<file path="config.mk">
export PLATFORM = sky130hd
export DESIGN_NAME = msr_ctrl
export DESIGN_NICKNAME = d
export VERILOG_FILES = /design/src/hw/rtl/msr_pkg.sv /design/src/hw/rtl/msr_ctrl.sv
export SDC_FILE = /design/constraint.sdc
export NUM_CORES = 1
export LEC_CHECK = 0
export BUFFER_PORTS_ARGS = -buffer_cell sky130_fd_sc_hd__buf_2
export CAP_MARGIN = 0
export CORE_MARGIN = 1.5
export CORE_UTILIZATION = 44
export CTS_CLUSTER_DIAMETER = 60
export CTS_CLUSTER_SIZE = 25
export DETAILED_ROUTE_END_ITERATION = 6
export GPL_TIMING_DRIVEN = 0
export HOLD_SLACK_MARGIN = 0.05
export MAX_ROUTING_LAYER = met4
export PLACE_DENSITY = 0.66
export RECOVER_POWER = 50
export SLEW_MARGIN = 5
export SYNTH_ARGS = -nofsm -noshare
export SYNTH_HDL_FRONTEND = slang
export SYNTH_SLANG_ARGS = --single-unit
</file>
<file path="constraint.sdc">
create_clock -name clk -period 3.5 [get_ports clk]
set_input_delay 0.175 -clock clk [delete_from_list [all_inputs] [get_ports clk]]
set_output_delay 0.175 -clock clk [all_outputs]
set_load 0.01 [all_outputs]
</file>
<file path="src/hw/rtl/msr_pkg.sv">
// Shared types and codes for the smoothstep setpoint ramp.
// Used by msr_ctrl, msr_dp and motion_setpoint_smoothstep_ramp. No dependencies.
`timescale 1ns / 1ps
package msr_pkg;

	localparam logic [1:0] FUNC_ABS   = 2'd0;
	localparam logic [1:0] FUNC_NORM  = 2'd1;
	localparam logic [1:0] FUNC_TICK  = 2'd2;
	localparam logic [1:0] FUNC_ESTOP = 2'd3;

	localparam logic [2:0] CFG_ENABLED  = 3'd0;
	localparam logic [2:0] CFG_GYRO     = 3'd1;
	localparam logic [2:0] CFG_MAX_P    = 3'd2;
	localparam logic [2:0] CFG_MAX_R    = 3'd3;
	localparam logic [2:0] CFG_MAX_F    = 3'd4;
	localparam logic [2:0] CFG_MAX_V    = 3'd5;

	localparam logic [30:0] LIM_ROT_RST   = 31'd983040;
	localparam logic [30:0] LIM_TRANS_RST = 31'd655360;

	typedef struct packed {
		logic [1:0]         func;
		logic signed [31:0] pitch_in;
		logic signed [31:0] roll_in;
		logic signed [31:0] forward_in;
		logic signed [31:0] vertical_in;
		logic [25:0]        duration_us;
		logic               continuous;
		logic [19:0]        elapsed_us;
	} in_t;

	typedef struct packed {
		logic signed [31:0] cur_pitch;
		logic signed [31:0] cur_roll;
		logic signed [31:0] cur_forward;
		logic signed [31:0] cur_vertical;
		logic signed [31:0] tgt_pitch;
		logic signed [31:0] tgt_roll;
		logic signed [31:0] tgt_forward;
		logic signed [31:0] tgt_vertical;
		logic               moving;
		logic               ignored;
	} out_t;

	typedef enum logic [3:0] {
		S_IDLE, S_DEC, S_SCL_M, S_SCL_W, S_NFIN, S_DIV,
		S_SQ_M, S_SQ_W, S_CB_M, S_CB_W, S_LRP_M, S_LRP_W, S_DONE
	} state_t;

	typedef enum logic [3:0] {
		OP_NONE, OP_LOAD, OP_ABS, OP_SCL_MUL, OP_SCL_WR, OP_NORM_FIN,
		OP_ESTOP, OP_SNAP, OP_SUB, OP_DIV, OP_SQ_MUL, OP_SQ_WR,
		OP_CB_MUL, OP_CB_WR, OP_LRP_MUL, OP_LRP_WR
	} op_t;

	typedef struct packed {
		op_t        op;
		logic [1:0] axis;
	} cmd_t;

	typedef struct packed {
		logic       ign;
		logic [1:0] func;
		logic       tl_zero;
		logic       expire;
	} sts_t;

endpackage

</file>
<file path="src/hw/rtl/msr_ctrl.sv">
// Sequencer for the setpoint ramp: decodes each transfer and steps the datapath.
// Depends on msr_pkg.
`timescale 1ns / 1ps
module msr_ctrl import msr_pkg::*; #(
	parameter int ALPHA_FRAC_BITS = 16
) (
	input  logic clk,
	input  logic arst_n,
	input  logic in_valid,
	output logic in_ready,
	input  logic out_free,
	output logic emit,
	input  sts_t sts,
	output cmd_t cmd
);

	localparam int CW = $clog2(ALPHA_FRAC_BITS + 2);
	localparam logic [CW-1:0] DIV_LAST = CW'(ALPHA_FRAC_BITS);
	localparam logic [CW-1:0] AX_LAST  = CW'(3);

	state_t state_q, state_d;
	logic [CW-1:0] cnt_q;

	always_comb begin
		state_d = state_q;
		case (state_q)
			S_IDLE: if (in_valid) state_d = S_DEC;
			S_DEC: begin
				if (sts.ign) begin
					state_d = S_DONE;
				end else begin
					case (sts.func)
						FUNC_NORM: state_d = S_SCL_M;
						FUNC_TICK: state_d = (sts.tl_zero || sts.expire) ? S_DONE : S_DIV;
						default:   state_d = S_DONE;
					endcase
				end
			end
			S_SCL_M: state_d = S_SCL_W;
			S_SCL_W: state_d = (cnt_q == AX_LAST) ? S_NFIN : S_SCL_M;
			S_NFIN:  state_d = S_DONE;
			S_DIV:   if (cnt_q == DIV_LAST) state_d = S_SQ_M;
			S_SQ_M:  state_d = S_SQ_W;
			S_SQ_W:  state_d = S_CB_M;
			S_CB_M:  state_d = S_CB_W;
			S_CB_W:  state_d = S_LRP_M;
			S_LRP_M: state_d = S_LRP_W;
			S_LRP_W: state_d = (cnt_q == AX_LAST) ? S_DONE : S_LRP_M;
			S_DONE:  if (out_free) state_d = S_IDLE;
			default: state_d = S_IDLE;
		endcase
	end

	always_comb begin
		cmd.op   = OP_NONE;
		cmd.axis = cnt_q[1:0];
		in_ready = 1'b0;
		emit     = 1'b0;
		case (state_q)
			S_IDLE: begin
				in_ready = 1'b1;
				if (in_valid) cmd.op = OP_LOAD;
			end
			S_DEC: begin
				if (!sts.ign) begin
					case (sts.func)
						FUNC_ABS:   cmd.op = OP_ABS;
						FUNC_ESTOP: cmd.op = OP_ESTOP;
						FUNC_TICK: begin
							if (sts.tl_zero)     cmd.op = OP_NONE;
							else if (sts.expire) cmd.op = OP_SNAP;
							else                 cmd.op = OP_SUB;
						end
						default: cmd.op = OP_NONE;
					endcase
				end
			end
			S_SCL_M: cmd.op = OP_SCL_MUL;
			S_SCL_W: cmd.op = OP_SCL_WR;
			S_NFIN:  cmd.op = OP_NORM_FIN;
			S_DIV:   cmd.op = OP_DIV;
			S_SQ_M:  cmd.op = OP_SQ_MUL;
			S_SQ_W:  cmd.op = OP_SQ_WR;
			S_CB_M:  cmd.op = OP_CB_MUL;
			S_CB_W:  cmd.op = OP_CB_WR;
			S_LRP_M: cmd.op = OP_LRP_MUL;
			S_LRP_W: cmd.op = OP_LRP_WR;
			S_DONE:  emit = out_free;
			default: cmd.op = OP_NONE;
		endcase
	end

	always_ff @(posedge clk or negedge arst_n) begin
		if (!arst_n) begin
			state_q <= S_IDLE;
			cnt_q   <= '0;
		end else begin
			state_q <= state_d;
			case (state_q)
				S_DEC:   cnt_q <= '0;
				S_SCL_W, S_DIV, S_LRP_W: cnt_q <= cnt_q + CW'(1);
				S_CB_W:  cnt_q <= '0;
				default: cnt_q <= cnt_q;
			endcase
		end
	end

	a_div_bound: assert property (@(posedge clk) disable iff (!arst_n)
		(state_q == S_DIV) |-> (cnt_q <= DIV_LAST))
		else $error("divider ran past its last step");
	a_emit_idle: assert property (@(posedge clk) disable iff (!arst_n)
		emit |=> (state_q == S_IDLE))
		else $error("no return to idle after result");
	a_ign_done: assert property (@(posedge clk) disable iff (!arst_n)
		(state_q == S_DEC && sts.ign) |=> (state_q == S_DONE))
		else $error("dropped item did not finish at once");
	a_accept: assert property (@(posedge clk) disable iff (!arst_n)
		(in_valid && in_ready) |=> (state_q == S_DEC))
		else $error("transfer not decoded");

endmodule

</file>
==> results of run 1 <==
==> worst reg2reg max path: cells and delay by family (launching register included) <==
kind	cells	cell delay, ns
fa+ha+maj	1	0.19
flops	1	0.41
simple gates	1	0.26
compound gates	2	0.57
buf+inv	1	0.06
==> power groups by stage <==
| stage | Combinational [mW] | Sequential (mW) | Clock [mW] |
|---|---|---|---|
| 3_5_place_dp | 0.508 | 0.173 | 0 |
| 3_3_place_gp | 0.505 | 0.173 | 0 |
| 4_1_cts | 0.512 | 0.171 | 0.0845 |
| 5_1_grt | 0.561 | 0.177 | 0.0888 |
| 2_1_floorplan | 0.381 | 0.167 | 0 |
| 6_report | 0.506 | 0.169 | 0.0809 |
==> cell usage after synthesis, types with 2 or more instances <==
cell type  instances  area (µm²)
nor4b_1            2        17.5
nand2_1            5        18.8
mux2i_1            3        30.0
nor2b_1            2        12.5
nor3_1             2        10.0
buf_4              3        22.5
xnor2_1            2        17.5
nor3b_1            2        15.0
buf_2              3        15.0
inv_1              8        30.0
o21ai_0            8        40.0
dfrtp_1            9         225
o32ai_1            2        17.5
a21oi_1            7        35.0
nor4_1             2        12.5
nand3b_1           2        15.0
nor2_1             9        33.8
ha_1               6        75.1
nand2b_1           4        25.0
o221ai_1           2        17.5
a31oi_1            2        12.5
==> area by class of cell <==
| class | instances | area, µm² | area share |
|---|---|---|---|
| multi-input combinational | 81 | 588 | 0.566 |
| sequential | 9 | 225 | 0.217 |
| timing repair buffer | 17 | 88.8 | 0.0855 |
| buffer | 8 | 45.0 | 0.0434 |
| tap | 27 | 33.8 | 0.0325 |
| inverter | 8 | 30.0 | 0.0289 |
| clock buffer | 3 | 22.5 | 0.0217 |
| clock inverter | 1 | 5.00 | 0.00482 |
==> flip-flops by register name (all words and copies together) (netlist names) <==
signal and count:
cnt_q 5, state_q 4
==> what timing repair did <==
| action | CTS | global route |
|---|---|---|
| hold endpoints to repair | 9 | 0 |
| gates resized for setup | 0 | 0 |
| hold buffers | 1 | 0 |
==> how the worst max path moves through the flow <==
stage	end	slack (ns)	from	depth (start not counted)
final	cmd[3]	1.43	state_q[1]	6
after global routing	cmd[3]	1.31	state_q[1]	6
after CTS	cmd[3]	1.51	state_q[1]	6
after detailed placement	cmd[3]	1.81	state_q[1]	6
after global placement	cmd[3]	1.83	state_q[1]	6
after floorplan	cmd[2]	1.88	state_q[3]	3
==> per-layer routing <==
layer	vias up	track usage	wire [µm]
li1	426	-	-
met2	24	0.304	1020
met5	-	-	0
met1	392	0.262	906
met4	0	0.141	58
met3	4	0.0222	72
==> through the flow <==
step,area (µm²),utilization
2_1_floorplan,896,-
3_3_place_gp,1010,0.520
3_5_place_dp,1010,0.520
4_1_cts,1050,0.539
5_1_grt,1040,0.535
6_report,1040,0.535
==> cell families (layout without fill, tap and decap cells) <==
logic type,count (synthesis),in the layout
simple gates,39,39
buf+inv,16,37
xor+xnor,3,3
mux,3,3
flops,9,9
compound gates,30,30
fa+ha+maj,6,6
==> results.py, run 1 <==
metrics = {
    "worst_setup_path": {
        "crit_chain": "clkbuf_1 -> nand2b_4 -> a2111oi_4 -> a211oi_1 -> a211oi_2 -> buf_2",
        "cp-end-kind": "primary output",
        "r2r_start": "cnt_q[0]",
        "worstSetupStartpointType": "flip-flop",
        "crit_fanout": 8,
        "worstSetupPathType": "reg -> out",
        "cp_top_family": "compound AO/OA/AOI/OAI gates",
        "timing.rr.end": "state_q[0]",
        "cpMaxStageDelayCell": "dfrtp_1",
        "reg2regPathDepth": 5,
        "critPathMaxStageDelay_ns": 0.36,
        "crit_arrival_ns": 1.90,
        "required_ns": 3.32,
        "crit_buf_inv": 2,
        "reg2reg_slack_ns": 1.86,
    },
    "logic_synthesis": {
        "synthArstFlopShare": 1.00,
        "synth_top_family_by_area": "simple AND/OR/NAND/NOR gates",
        "syn_area_um2": 896,
        "synth_compound_area_frac": 0.242,
        "synth_edf_count": 0,
        "synth-simple-area-share": 0.268,
        "synth.distinct_cells": 42,
        "yosysSeqAreaShare": 0.251,
        "yosysWarnings": 0,
        "synth_fa_ha_area_frac": 0.0838,
        "syn_inst": 106,
        "syn-num-nets": 121,
        "ys_seq_elements": 9,
        "synth_xor_xnor_area_share": 0.0293,
        "synthMuxAreaShare": 0.0335,
        "syn_area_per_cell_um2": 8.45,
        "yosys_most_used_dff": "dfrtp_1",
    },
    "die": {
        "start_util": 0.461,
        "rows": 16,
        "die_w_um": 48.1,
        "core_um2": 1940,
        "io_pins": 17,
        "die_h_um": 48.1,
        "die_area_um2": 2320,
    },
    "sta": {
        "setup_tns_ns": 0,
        "fin_crit_sh": 0.592,
        "period_needed_ns": 2.07,
        "rsz0062_at_grt": "no",
        "setup_violations": 0,
        "final_max_slew_viol_count": 0,
        "whs_ns": 0.296,
        "skew_ns": 0.00843,
        "max_freq_ghz": 0.482,
        "post-route-worst-setup-slack_ns": 1.43,
        "hold_viol": 0,
        "slew_headroom": 0.674,
        "worst_slew_pin_slew_ns": 0.489,
    },
    "clock_tree": {
        "cts.clk_slew.worst_paths_ns": 0.07,
        "cts-root-buf": "clkbuf_4",
        "cts_max_path_buffers": 2,
        "htree_levels": 1,
        "post-cts-setup-buffers": 0,
        "cts_inserted_buffers": 3,
        "clkSinkCount": 9,
        "cts_tree": "yes",
        "clk-insertion-delay-late_ns": 0.27,
    },
    "run": {
        "cap_violations": 0,
    },
    "global_route": {
        "antenna_found_initial": 0,
        "grt_pass1_vias": 713,
        "overflow": 0,
        "grt_first_pass_wirelength_mm": 3.09,
        "grt_util_all_layers": 0.206,
        "grt_max_degree": 11,
    },
    "hold_path": {
        "hold_start": "out_free",
        "whs_path_depth": 4,
        "hold_class": "in -> reg",
        "hold-path-endpoint": "state_q[2]",
    },
    "final_layout": {
        "drive_above_1_share": 0.236,
        "num_antenna_cells": 0,
        "area_growth_pct": 15.9,
        "final_cell_mix": "buf_2, nor2_1, dfrtp_1",
        "fillers": 217,
        "final_common_cell": "buf_2",
        "fin_cells": 154,
        "nNetsFinal": 143,
    },
    "detailed_routing": {
        "via_per_inst": 5.49,
        "drtIter0Drc": 23,
        "vias": 846,
        "drc": 0,
        "dr.pass1.iters": 4,
        "routed_wirelength_mm": 2.06,
        "ant_nets": 0,
        "routedWlPerCell_um": 13.3,
    },
    "placement": {
        "dpl_worst_slack_ns": 1.81,
        "post-dp-hpwl_mm": 1.54,
        "io_buffers": 16,
        "gp_congestion": 0.936,
        "dpl.cell_count": 149,
    },
    "outcome": {
        "run_status": "finished clean",
    },
    "pwr": {
        "power.share.clock": 0.107,
        "power.internal_mw": 0.389,
        "ir_drop_uv": 368,
        "power.switching_mw": 0.366,
        "power_frac_comb": 0.669,
        "swShare": 0.485,
        "power_mw": 0.756,
        "powerDensity_nw_per_um2": 728,
        "seqPwrFrac": 0.224,
        "p_leak_nw": 0.463,
    },
}
(Power assumes the default switching activity.)
==> run 2, diff against run 1 <==
--- a/config.mk
+++ b/config.mk
@@ -15,7 +15,7 @@
 export GPL_TIMING_DRIVEN = 0
 export HOLD_SLACK_MARGIN = 0.05
 export MAX_ROUTING_LAYER = met4
-export PLACE_DENSITY = 0.66
+export PLACE_DENSITY = 0.68
 export RECOVER_POWER = 50
 export SLEW_MARGIN = 5
 export SYNTH_ARGS = -nofsm -noshare
==> constraint.sdc (replaced) <==
create_clock -name clk -period 1.9 [get_ports clk]
set_input_delay 0.095 -clock clk [delete_from_list [all_inputs] [get_ports clk]]
set_output_delay 0.095 -clock clk [all_outputs]
set_load 0.01 [all_outputs]
==> results.py, run 2 (synthesis gave the netlist of run 1 again) <==
metrics = {
    "clock_tree": {
        "clkSinkCount": 9,
        "cts_max_path_buffers": 2,
        "cts_inserted_buffers": 3,
        "cts.clk_slew.worst_paths_ns": 0.06,
        "htree_levels": 1,
        "cts_tree": "yes",
        "post-cts-setup-buffers": 0,
        "clk-insertion-delay-late_ns": 0.26,
        "cts-root-buf": "clkbuf_4",
    },
    "global_route": {
        "grt_util_all_layers": 0.214,
        "grt_max_degree": 11,
        "grt_first_pass_wirelength_mm": 3.23,
        "grt_pass1_vias": 775,
        "antenna_found_initial": 0,
        "overflow": 0,
    },
    "final_layout": {
        "largest_reg_flops": 5,
        "drive_above_1_share": 0.244,
        "num_antenna_cells": 0,
        "largest_register": "cnt_q",
        "nNetsFinal": 143,
        "final_common_cell": "buf_2",
        "largestRegisters": "cnt_q x5, state_q x4",
        "stdcell_area_um2": 1050,
        "final_cell_mix": "buf_2, nor2_1, dfrtp_1",
        "area_growth_pct": 17.5,
        "fin_cells": 154,
    },
    "worst_setup_path": {
        "crit_chain": "buf_4 -> or3_1 -> o41ai_2 -> buf_2",
        "crit_arrival_ns": 1.74,
        "required_ns": 1.80,
        "critPathMaxStageDelay_ns": 0.40,
        "crit_fanout": 10,
        "worstSetupStartpointType": "flip-flop",
        "cpMaxStageDelayCell": "dfrtp_1",
        "worstSetupPathType": "reg -> out",
        "cp_top_family": "flip-flops",
        "cp-end-kind": "primary output",
        "crit_buf_inv": 2,
    },
    "placement": {
        "gp_congestion": 0.861,
        "post-dp-hpwl_mm": 1.57,
        "io_buffers": 16,
        "dpl.cell_count": 149,
        "dpl_cell_area_um2": 1010,
    },
    "run": {
        "cap_violations": 0,
    },
    "pwr": {
        "powerDensity_nw_per_um2": 1350,
        "ir_drop_uv": 617,
        "power_mw": 1.42,
        "p_leak_nw": 0.469,
    },
    "sta": {
        "worst_slew_pin_slew_ns": 0.517,
        "max_freq_ghz": 0.545,
        "fin_crit_sh": 0.966,
        "period_needed_ns": 1.84,
        "rsz0062_at_grt": "yes",
        "setup_violations": 0,
        "final_max_slew_viol_count": 0,
        "skew_ns": 0.00355,
        "slew_headroom": 0.655,
        "hold_viol": 0,
    },
    "detailed_routing": {
        "vias": 844,
        "dr.pass1.iters": 4,
        "drc": 0,
        "via_per_inst": 5.48,
        "ant_nets": 0,
        "routedWlPerCell_um": 13.5,
        "drtIter0Drc": 37,
        "routed_wirelength_mm": 2.08,
    },
    "die": {
        "rows": 16,
        "die_area_um2": 2320,
        "die_h_um": 48.1,
        "die_w_um": 48.1,
        "io_pins": 17,
        "core_um2": 1940,
        "start_util": 0.461,
    },
    "outcome": {
        "run_status": "finished clean",
    },
    "hold_path": {
        "hold_class": "in -> reg",
    },
}
run 2: changes by cell type in the layout (fill, tap and decap cells not counted), sizes merged:
| cell | change |
|---|---|
| buf | +1 |
| clkinv | -1 |
run 2: cell type report:
class	count	area [µm²]
fillers	205	890
flip-flops and latches	9	225
well taps	27	33.8
repair buffers	17	88.8
inverters	8	30.0
clock buffers	4	26.3
multi-input cells	81	596
plain buffers	8	52.6
run 2: power by group:
part | switching, mW | leakage [nW] | internal [mW]
Combinational | 0.552 | 0.338 | 0.407
Clock | 0.0661 | 0.0150 | 0.0809
Sequential | 0.0595 | 0.116 | 0.256
run 2: metal layers:
metal  wire (µm)  GRT usage
met1         919      0.254
met3          74     0.0333
met5           0          -
met2        1060      0.347
met4          16      0.114
run 2: timing repair:
item                       CTS  global route
gates resized for setup      0             1
setup endpoints to repair    0             2
hold buffers                 1             0
hold endpoints to repair     9             0
run 2: through the flow:
stage                     utilization  hold slack, ns  TNS (ns)  setup slack, ns
after floorplan                     -          -0.201         0            0.358
after global placement          0.520         -0.0448         0            0.271
after detailed placement        0.520         -0.0414         0            0.250
after CTS                       0.539           0.209         0          0.00394
after global routing            0.542           0.254   -0.0459          -0.0342
final                           0.542           0.236         0           0.0643
run 2: path summary, 6_finish.rpt:
kind / start / endpoint / slack [ns] / cells past startpoint
worst max-delay path: state_q[3] / cmd[2] / 0.06 / 4
worst min-delay path: out_free / state_q[2] / 0.24 / 4
worst max register to register: cnt_q[0] / state_q[0] / 0.25 / 5
worst min register to register: cnt_q[4] / cnt_q[4] / 0.50 / 1
max in group asynchronous: arst_n / state_q[1] / 1.24 / 2
min in group asynchronous: arst_n / state_q[2] / 0.32 / 2
run 2: worst min-delay path: stages:
cell	delay (ns)
buf_2	0.08
nor2_1	0.04
a21oi_1	0.14
o32ai_1	0.10
==> run 3, diff against run 2 <==
--- a/config.mk
+++ b/config.mk
@@ -7,6 +7,7 @@
 export LEC_CHECK = 0
 export BUFFER_PORTS_ARGS = -buffer_cell sky130_fd_sc_hd__buf_2
 export CAP_MARGIN = 0
+export CORE_ASPECT_RATIO = 1.5
 export CORE_MARGIN = 1.5
 export CORE_UTILIZATION = 44
 export CTS_CLUSTER_DIAMETER = 60
==> results.py, run 3 (synthesis gave the netlist of run 1 again) <==
metrics = {
    "worst_setup_path": {
        "crit_buf_inv": 2,
        "worstSetupPathType": "reg -> out",
        "worstSetupStartpointType": "flip-flop",
        "critPathMaxStageDelay_ns": 0.40,
        "cpMaxStageDelayCell": "dfrtp_1",
        "crit_arrival_ns": 1.72,
        "cp-end-kind": "primary output",
        "r2r_start": "cnt_q[0]",
        "required_ns": 1.80,
        "cp_top_family": "flip-flops",
        "crit_start": "state_q[3]",
        "crit_chain": "buf_4 -> or3_1 -> o41ai_1 -> buf_2",
        "crit_fanout": 10,
        "reg2reg_slack_ns": 0.31,
    },
    "final_layout": {
        "final_common_cell": "buf_2",
        "largest_reg_flops": 5,
        "drive_above_1_share": 0.250,
        "area_growth_pct": 17.2,
        "nNetsFinal": 144,
        "num_antenna_cells": 0,
        "largest_register": "cnt_q",
        "stdcell_area_um2": 1050,
        "largestRegisters": "cnt_q x5, state_q x4",
        "final_cell_mix": "buf_2, nor2_1, dfrtp_1",
    },
    "sta": {
        "hold_viol": 0,
        "final_max_slew_viol_count": 0,
        "period_needed_ns": 1.82,
        "setup_violations": 0,
        "setup_tns_ns": 0,
        "worst_slew_pin_slew_ns": 0.491,
        "whs_ns": 0.238,
        "skew_ns": 0.000739,
        "max_freq_ghz": 0.550,
        "fin_crit_sh": 0.958,
        "slew_headroom": 0.673,
        "rsz0062_at_grt": "no",
    },
    "detailed_routing": {
        "vias": 871,
        "dr.pass1.iters": 4,
        "via_per_inst": 5.85,
        "ant_nets": 0,
        "drtIter0Drc": 27,
        "routedWlPerCell_um": 14.2,
        "drc": 0,
        "routed_wirelength_mm": 2.12,
    },
    "die": {
        "die_h_um": 58.3,
        "core_um2": 1880,
        "io_pins": 17,
        "die_area_um2": 2320,
        "start_util": 0.477,
        "rows": 19,
        "die_w_um": 39.8,
    },
    "pwr": {
        "ir_drop_uv": 632,
        "powerDensity_nw_per_um2": 1350,
        "power_mw": 1.42,
        "p_leak_nw": 0.471,
    },
    "global_route": {
        "grt_first_pass_wirelength_mm": 3.57,
        "grt_util_all_layers": 0.227,
        "grt_pass1_vias": 801,
        "overflow": 0,
        "antenna_found_initial": 0,
        "grt_max_degree": 11,
    },
    "clock_tree": {
        "cts_tree": "yes",
        "clk-insertion-delay-late_ns": 0.26,
        "clkSinkCount": 9,
        "htree_levels": 1,
        "cts-root-buf": "clkbuf_4",
        "cts_inserted_buffers": 3,
        "cts.clk_slew.worst_paths_ns": 0.06,
        "cts_max_path_buffers": 2,
    },
    "placement": {
        "io_buffers": 16,
        "gp_congestion": 0.943,
        "post-dp-hpwl_mm": 1.64,
        "dpl_cell_area_um2": 1000,
    },
    "hold_path": {
        "hold_class": "in -> reg",
        "hold_start": "out_free",
    },
    "outcome": {
        "run_status": "finished clean",
    },
    "run": {
        "cap_violations": 0,
    },
}
[run 3: cell count changes in the layout (fill, tap and decap cells not counted)]
cell,previous run,this run
a211oi_1,1,0
a211oi_2,1,2
clkbuf_4,5,6
o41ai_1,0,1
o41ai_2,1,0
[run 3: path summary, 6_finish.rpt]
check	to	cells after the start
max	cmd[2]	4
min	state_q[2]	4
max reg2reg	state_q[0]	5
min reg2reg	cnt_q[4]	1
max in group asynchronous	state_q[2]	2
min in group asynchronous	cnt_q[4]	2
[run 3: stage by stage]
step,setup slack (ns),util,std cells
2_1_floorplan,0.358,-,106
6_report,0.0804,0.559,149
3_3_place_gp,0.301,0.534,143
3_5_place_dp,0.294,0.534,143
4_1_cts,0.0528,0.556,148
5_1_grt,0.0208,0.559,149
[run 3: per-layer routing]
metal,GRT usage,share of wire,vias to the layer above
met5,-,0,-
met4,0.123,0.024,0
met3,0.0268,0.045,5
met2,0.370,0.53,28
met1,0.255,0.40,405
li1,-,-,433
[run 3: final cells by class]
type | instances | area (µm²)
Multi-Input combinational cell | 81 | 593
Timing Repair Buffer | 18 | 96.3
Inverter | 8 | 30.0
Buffer | 8 | 52.6
Sequential cell | 9 | 225
Clock buffer | 4 | 26.3
Tap cell | 21 | 26.3
Fill cell | 185 | 828
[run 3: repair_timing]
action                                  4_1_cts  5_1_grt
endpoints found under the setup margin        1        1
pin swaps                                     1        0
buffers inserted                              0        1
hold buffers                                  1        0
hold endpoints to repair                      9        0
gates resized for setup                       1        0
[run 3: tightest hold or removal path: stages]
cell and delay, ns:
buf_2 0.09, nor2_1 0.04, a21oi_1 0.14, o32ai_1 0.09
[run 3: where the power goes]
| group | internal (mW) | total [mW] | leakage, nW | switching (mW) |
|---|---|---|---|---|
| logic | 0.408 | 0.960 | 0.340 | 0.551 |
| registers | 0.256 | 0.314 | 0.116 | 0.0588 |
| clock network | 0.0809 | 0.148 | 0.0150 | 0.0666 |
| total | 0.745 | 1.42 | 0.471 | 0.677 |
